$ cat src/hw/rtl/bhtd_alu.sv
// Shared subtract and signed compare unit used by the sequencer.
module bhtd_alu #(
  parameter int W = 18
) (
  input  logic signed [W-1:0] a,
  input  logic signed [W-1:0] b,
  output logic        [W-1:0] diff,
  output logic                ge
);

  assign diff = a - b;
  assign ge   = (a >= b);

endmodule

$ cat config.mk
export PLATFORM = sky130hd
export DESIGN_NAME = bhtd_alu
export DESIGN_NICKNAME = d
export VERILOG_FILES = /design/src/hw/rtl/bhtd_alu.sv
export SDC_FILE = /design/constraint.sdc
export NUM_CORES = 1
export LEC_CHECK = 0
export ABC_AREA = 0
export BUFFER_PORTS_ARGS = -buffer_cell sky130_fd_sc_hd__buf_4
export CORE_ASPECT_RATIO = 0.8
export CORE_MARGIN = 2
export CORE_UTILIZATION = 45
export DETAILED_ROUTE_END_ITERATION = 10
export MAX_ROUTING_LAYER = met4
export PLACE_DENSITY = 0.81
export SLEW_MARGIN = 20
export SYNTH_ARGS = -nofsm -noshare
export SYNTH_HDL_FRONTEND = slang
export SYNTH_SLANG_ARGS = --single-unit
$ cat constraint.sdc
create_clock -name vclk -period 1.59
set_input_delay 0.0795 -clock vclk [all_inputs]
set_output_delay 0.0795 -clock vclk [all_outputs]
set_load 0.02 [all_outputs]
==> results of run 1 <==
[logic make-up after synthesis]
logic type	Yosys count	share of synthesized area [%]
AOI/OAI and AO/OA	60	40.5
adders and majority gates	19	20.6
and+or+nand+nor	45	19.7
buffers and inverters	27	9.65
xor gates and xnor gates	13	9.55
[what timing repair did]
action / 4_1_cts
resized for setup: 58
pin swaps: 29
setup endpoints to repair: 14
setup buffers: 4
[through the flow]
step	TNS [ns]	area (um2)	instances	setup WS [ns]	hold WS, ns
after floorplan	-0.298	1360	164	-0.0817	0.350
after detailed placement	-3.28	2130	297	-0.338	0.557
after CTS	-2.09	2400	300	-0.224	0.528
after global placement	-2.59	2130	297	-0.299	0.547
==> reports/qor.yml, run 1 <==
worstEndpointType: "output port"
synth_top_area_cell: "ha_1"
gp_congestion: 0.979
io_pins: 55
start_util_pct: 48.0
syn_area_per_cell_um2: 7.27
grt_start_max_net_pins: 8
crit_endpoint: "diff[11]"
die_w_um: 61.6
stop_stage: "5_1_grt"
die_height_um: 50.0
postCtsHoldBufs: 0
synth_common_cells: "inv_1, ha_1, nor2_1"
synth_area_um2: 1190
syn_inst: 164
yosysTopAreaCellShare_pct: 18.9
status: "aborted with a tool error"
synth.distinct_cells: 50
yosys_warnings: 0
error_line: "[ERROR DPL-0038] Utilization greater than 100%, impossible to legalize"
synth_seq_area_share_pct: 0
synth.area.top_cells: "ha_1, xnor2_1, inv_1"
io_buffer_count: 55
syn-num-nets: 219
yosysMostFrequentCell: "inv_1"
row_count: 16
hpwl_um: 3920
==> run 2, diff against run 1 <==
- CORE_AREA: not set -> 2 2 63 65
- CORE_ASPECT_RATIO: 0.8 -> not set
- CORE_MARGIN: 2 -> not set
- CORE_UTILIZATION: 45 -> not set
- DIE_AREA: not set -> 0 0 65 67
- MAX_ROUTING_LAYER: met4 -> not set
- PLACE_DENSITY: 0.81 -> not set
- PLACE_DENSITY_LB_ADDON: not set -> 0.15
- clock period: 1.59 -> 2.07 ns (I/O delays scaled with it)
==> reports/qor.yml, run 2 <==
postCtsHoldBufs: 0
die_w_um: 65
setup_tns_ns: 0
syn_inst: 164
min_path_type: "in2out"
grt_pass1_wl_um: 5500
placed_cell_area_um2: 1680
synth.area.top_cells: "ha_1, xnor2_1, inv_1"
start_util_pct: 33.1
drt-total-wl_um: 3260
maxSlewViolCount: 0
fin_ws_ns: 0.119
layout.cells.most_common: "buf_4"
core_area_um2: 3610
period_share_pct: 94.2
p_per_area_nw_per_um2: 392
path_class: "in2out"
min_period_ns: 1.95
post_cts.repair.setup_buffers: 0
synth.distinct_cells: 50
synth_common_cells: "inv_1, ha_1, nor2_1"
synth_area_um2: 1190
via_count: 1389
n_antenna_cell: 0
die_height_um: 67
place_ws_ns: 0.0638
syn-num-nets: 219
use_met3_pct: 1.52
status: "finished clean"
gr-total-overflow: 0
gp_congestion: 0.852
ir_worst_vdd_v: 0.000140
slew-limit-headroom_pct: 71.9
post_cts_resize_count: 0
max_cap_viol_count: 0
max_freq_mhz: 513
grt_start_max_net_pins: 12
setup_viol: 0
nClkBuffers: 0
regArea_um2: 0
yosys_warnings: 0
yosysMostFrequentCell: "inv_1"
hold_path_end: "diff[0]"
firstDrtPassIters: 4
arrival_ns: 1.85
die_area_um2: 4360
syn_area_per_cell_um2: 7.27
nets: 278
antenna_found_initial: 0
worstPathRequired_ns: 1.97
use_met2_pct: 26.5
drc_errors: 0
track_usage_pct: 15.2
rsz0062_at_grt: "false"
fin_area_um2: 1680
synth_top_area_cell: "ha_1"
critPathMaxFanout: 5
hold_path_depth: 4
drive_above_1_share_pct: 35.7
final_cell_mix: "buf_4, inv_1, ha_1"
leakage_nw: 0.828
endpoint_kind: "output port"
row_count: 22
yosysTopAreaCellShare_pct: 18.9
viasPerCell: 5.16
drt_iter0_drc: 48
design.seq.count: 0
hold_viol: 0
io_buffer_count: 55
areaGrowthSynthToFinish_pct: 41.2
routedWlPerCell_um: 12.1
grt_pass1_vias: 1290
io_pins: 55
antenna_left: 0
critPathLaunchType: "input pin"
hpwl_um: 2870
worstHoldStart: "b[0]"
busiest_layer: "met2"
grtUsageMet1_pct: 20.8
worst_pin_slew_ns: 0.417
synth_seq_area_share_pct: 0
## run 2: layout make-up
class	instances	area (um2)
multi-input cells	137	1080
well taps	48	60.1
repair buffers	61	458
inverters	23	86.3
fillers	393	1920
## run 2: metal layers
metal,up-vias,routed length (um)
met1,633,1530
met5,-,0
met2,36,1520
met4,0,17
met3,2,198
li1,718,-
## run 2: critical path, stage by stage
cell	delay, ns
buf_4	0.11
ha_1	0.35
a21oi_1	0.24
o21ai_1	0.12
a2111oi_2	0.36
a2bb2oi_1	0.24
xnor2_1	0.15
buf_4	0.16
## run 2: through the flow
step	instances	total power [mW]	util, %	hold slack, ns
2_1_floorplan	164	0.421	-	0.412
3_3_place_gp	269	0.660	46.6	0.597
3_5_place_dp	269	0.661	46.6	0.606
4_1_cts	269	0.664	46.6	0.606
5_1_grt	269	0.721	46.7	0.628
6_report	269	0.660	46.7	0.598
## run 2: where the power goes
part	internal (mW)	switching (mW)	leakage (nW)
logic	0.303	0.357	0.828
clock network	0	0	0
registers	0	0	0
total	0.303	0.357	0.828
## run 2: worst max path at each step
stage	start	endpoint	slack [ns]	depth (start not counted)
2_1_floorplan	a[0]	ge	0.15	8
3_3_place_gp	a[0]	ge	0.06	10
3_5_place_dp	a[0]	ge	0.06	10
4_1_cts	a[0]	ge	0.05	10
5_1_grt	a[9]	diff[16]	0.01	8
6_report	a[9]	diff[16]	0.12	8
## run 2: cells by family (layout without fill, tap and decap cells)
logic type,after synthesis,count (layout),share of synthesized area [%]
AOI/OAI and AO/OA,60,60,40.5
xor gates and xnor gates,13,13,9.55
buffers and inverters,27,84,9.65
adders and majority gates,19,19,20.6
and+or+nand+nor,45,45,19.7
Note: power is estimated with default switching activity, not from simulation.
==> run 3, diff against run 2 <==
--- a/config.mk
+++ b/config.mk
@@ -8,7 +8,7 @@
 export ABC_AREA = 0
 export BUFFER_PORTS_ARGS = -buffer_cell sky130_fd_sc_hd__buf_4
-export CORE_AREA = 2 2 63 65
+export CORE_MARGIN = 2
+export CORE_UTILIZATION = 25
 export DETAILED_ROUTE_END_ITERATION = 10
-export DIE_AREA = 0 0 65 67
 export PLACE_DENSITY_LB_ADDON = 0.15
 export SLEW_MARGIN = 20
==> constraint.sdc (replaced) <==
create_clock -name vclk -period 2.07
set_input_delay 0.3105 -clock vclk [all_inputs]
set_output_delay 0.3105 -clock vclk [all_outputs]
set_load 0.02 [all_outputs]
==> reports/qor.yml, run 3 (synthesis gave the netlist of run 2 again) <==
die_height_um: 73.1
gp_congestion: 0.803
row_count: 25
critPathMaxStageDelay_ns: 0.36
die_w_um: 73.1
leakage_nw: 1.14
place_ws_ns: -0.291
gr-total-overflow: 0
crit_family: "adder cells"
routedWlPerCell_um: 12.4
drt-total-wl_um: 4000
areaGrowthSynthToFinish_pct: 111
core_area_um2: 4660
slew-limit-headroom_pct: 66.4
drt_iter0_drc: 35
antenna_found_initial: 0
setup_viol: 12
viasPerCell: 4.83
via_count: 1555
nets: 325
io_buffer_count: 55
grt_pass1_vias: 1517
violations: "setup timing"
cpMaxStageDelayCell: "fa_2"
arrival_ns: 1.99
dp_cells: 317
period_share_pct: 111
critPathMaxFanout: 4
critPathLaunchType: "input pin"
maxSlewViolCount: 0
hpwl_um: 3270
crit_top_cell: "buf_4"
die_area_um2: 5340
worstPathRequired_ns: 1.76
p_per_area_nw_per_um2: 370
track_usage_pct: 14.3
max_cap_viol_count: 0
rsz0062_at_grt: "true"
worst_pin_slew_ns: 0.492
grt_start_max_net_pins: 11
min_period_ns: 2.30
placed_cell_area_um2: 2170
drc_errors: 0
ir_worst_vdd_v: 0.000195
n_antenna_cell: 0
grt_pass1_wl_um: 6410
critPathBufInv: 4
start_util_pct: 25.6
final_cells: 322
status: "complete, but fails checks"
layout.cells.most_common: "buf_4"
whs_ns: 0.986
nClkBuffers: 0
firstDrtPassIters: 4
io_pins: 55
drive_above_1_share_pct: 65.7
hold_viol: 0
cp_cell_sequence: "buf_6 -> inv_4 -> ha_4 -> fa_2 -> nor2b_4 -> o31ai_4 -> buf_4 -> a21oi_4 -> a21oi_2 -> xnor2_1 -> buf_4"
min_path_type: "in2out"
p_total_uw: 931
fin_area_um2: 2520
regArea_um2: 0
final_cell_mix: "buf_4, inv_1, buf_6"
fin_ws_ns: -0.227
antenna_left: 0
path_class: "in2out"
endpoint_kind: "output port"
design.seq.count: 0
max_freq_mhz: 435
==> run 3: cell types whose count changed in the layout (fill, tap and decap cells not counted), sizes merged <==
cell / previous run / this run
buf: 61 / 108
==> run 3: per-layer routing <==
metal	global-route usage, %	wire [um]
met1	19.1	1800
met2	26.6	1950
met3	0.414	186
met4	0.823	59
met5	0	0
==> run 3: timing repair <==
item,4_1_cts,5_1_grt
setup endpoints to repair,14,14
gates resized for setup,50,17
hold buffers,0,0
pin swaps,23,13
setup buffers,1,4
==> run 3: area by class of cell <==
class	instances	area (um2)
Fill cell	436	2140
Multi-Input combinational cell	137	1470
Timing Repair Buffer	108	875
Inverter	23	106
Tap cell	54	67.6
==> run 3: power breakdown <==
group	leakage [nW]	internal, mW	switching (mW)
Clock	0	0	0
Sequential	0	0	0
Combinational	1.14	0.476	0.455
Total	1.14	0.476	0.455
==> run 3: worst min-delay path, cell delays in order <==
cell and delay [ns]:
buf_6 0.07, ha_4 0.12, inv_1 0.03, buf_4 0.14
==> run 3: worst paths after layout <==
kind  startpoint        to  slack, ns  depth (start not counted)
min         b[0]   diff[0]       0.99                          4
max         a[0]  diff[12]      -0.23                         11
==> run 3: stage by stage <==
| stage | utilization (%) | setup TNS (ns) |
|---|---|---|
| floorplan | - | -0.208 |
| global placement | 46.6 | -2.66 |
| detailed placement | 46.6 | -2.72 |
| CTS | 51.5 | -1.50 |
| global route | 54.0 | -2.50 |
| finish | 54.0 | -1.50 |
==> run 4, diff against run 3 <==
- CORE_UTILIZATION: 25 -> 30
==> reports/qor.yml, run 4 (synthesis gave the netlist of run 2 again) <==
fin_area_um2: 2570
grtUsageMet1_pct: 22.0
hold_path_depth: 4
endpoint_kind: "output port"
leakage_nw: 1.16
seqPwrFrac_pct: 0
hold_viol: 0
final_cells: 319
min_period_ns: 2.28
dp_cells: 311
ir_worst_vdd_v: 0.000230
drive_above_1_share_pct: 65.7
rsz0062_at_grt: "true"
grt_pass1_wl_um: 6290
multi_input_area_um2: 1480
place_ws_ns: -0.312
gp_congestion: 0.867
crit_start: "a[0]"
critPathLaunchType: "input pin"
use_met3_pct: 0.338
io_pins: 55
pwr-share-comb_pct: 100.0
die_area_um2: 4500
maxSlewViolCount: 0
row_count: 22
status: "complete, but fails checks"
violations: "setup timing"
viasPerCell: 4.99
via_count: 1591
slew-limit-headroom_pct: 67.0
path_class: "in2out"
die_height_um: 67.0
firstDrtPassIters: 4
fin_ws_ns: -0.206
worst_pin_slew_ns: 0.483
worstPathRequired_ns: 1.76
busiest_layer: "met2"
areaGrowthSynthToFinish_pct: 116
switchingPower_uw: 462
period_share_pct: 110
grt_start_max_net_pins: 11
design.seq.count: 0
nFillCells: 317
final_cell_mix: "buf_4, buf_6, nor2_1"
setup_viol: 12
hold_path_end: "diff[0]"
p_total_uw: 965
worstHoldStart: "b[0]"
placed_cell_area_um2: 2160
gr-total-overflow: 0
track_usage_pct: 17.3
antenna_found_initial: 0
arrival_ns: 1.97
grt_pass1_vias: 1502
p_sw_share_pct: 47.9
regArea_um2: 0
drt_iter0_drc: 36
drt-total-wl_um: 3980
start_util_pct: 31.9
nets: 328
core_area_um2: 3740
pwr-share-clk_pct: 0
max_freq_mhz: 439
p_per_area_nw_per_um2: 375
min_path_type: "in2out"
die_w_um: 67.0
max_cap_viol_count: 0
setup_tns_ns: -1.46
n_antenna_cell: 0
layout.cells.most_common: "buf_4"
critPathMaxFanout: 3
nClkBuffers: 0
hpwl_um: 3140
antenna_left: 0
postCtsHoldBufs: 0
routedWlPerCell_um: 12.5
drc_errors: 0
use_met2_pct: 33.4
io_buffer_count: 55
cellInternalPower_uw: 502
==> run 4: changes by cell type in the layout (fill, tap and decap cells not counted), moves of 2 or more <==
cell     before  now
a21oi_1       4    6
a21oi_2       7    4
buf_4        92   87
buf_6        15   22
o21ai_0       6    4
o21ai_1       2    6
==> run 4: worst max path at each step <==
| stage | endpoint | cells after the start |
|---|---|---|
| after floorplan | ge | 8 |
| after global placement | diff[16] | 10 |
| after detailed placement | diff[16] | 10 |
| after CTS | ge | 10 |
| after global routing | ge | 10 |
| final | ge | 10 |
==> run 4: power groups by stage <==
stage	logic, mW	registers (mW)	clock network, mW
after floorplan	0.479	0	0
after global placement	0.816	0	0
after detailed placement	0.818	0	0
after CTS	0.916	0	0
after global routing	1.04	0	0
final	0.965	0	0
==> run 4: routing by layer <==
layer  vias up  part of all wire, %
li1        818                    -
met1       730                   42
met2        43                   53
met3         0                  4.9
met5         -                    0
met4         0                    0
==> run 4: metrics by stage <==
step / hold WS (ns) / utilization [%]
2_1_floorplan: 0.812 / -
3_3_place_gp: 1.02 / 57.8
3_5_place_dp: 1.01 / 57.8
4_1_cts: 0.988 / 65.8
5_1_grt: 0.998 / 68.8
6_report: 0.986 / 68.8
==> run 4: layout make-up <==
cell class	count	share of cell area [%]
repair buffers	111	36.2
multi-input cells	137	57.3
well taps	48	2.33
inverters	23	4.23
==> run 4: worst max-delay path, cell delays in order <==
cell	delay (ns)
buf_8	0.07
inv_4	0.03
ha_4	0.15
fa_2	0.37
nor2b_4	0.15
o31ai_4	0.08
a211oi_2	0.28
o311ai_2	0.14
a32oi_2	0.23
buf_4	0.16
==> run 4: what timing repair did <==
item	CTS	global route
gates resized for setup	63	17
setup buffers	4	4
pin swaps	37	14
setup endpoints to repair	14	14
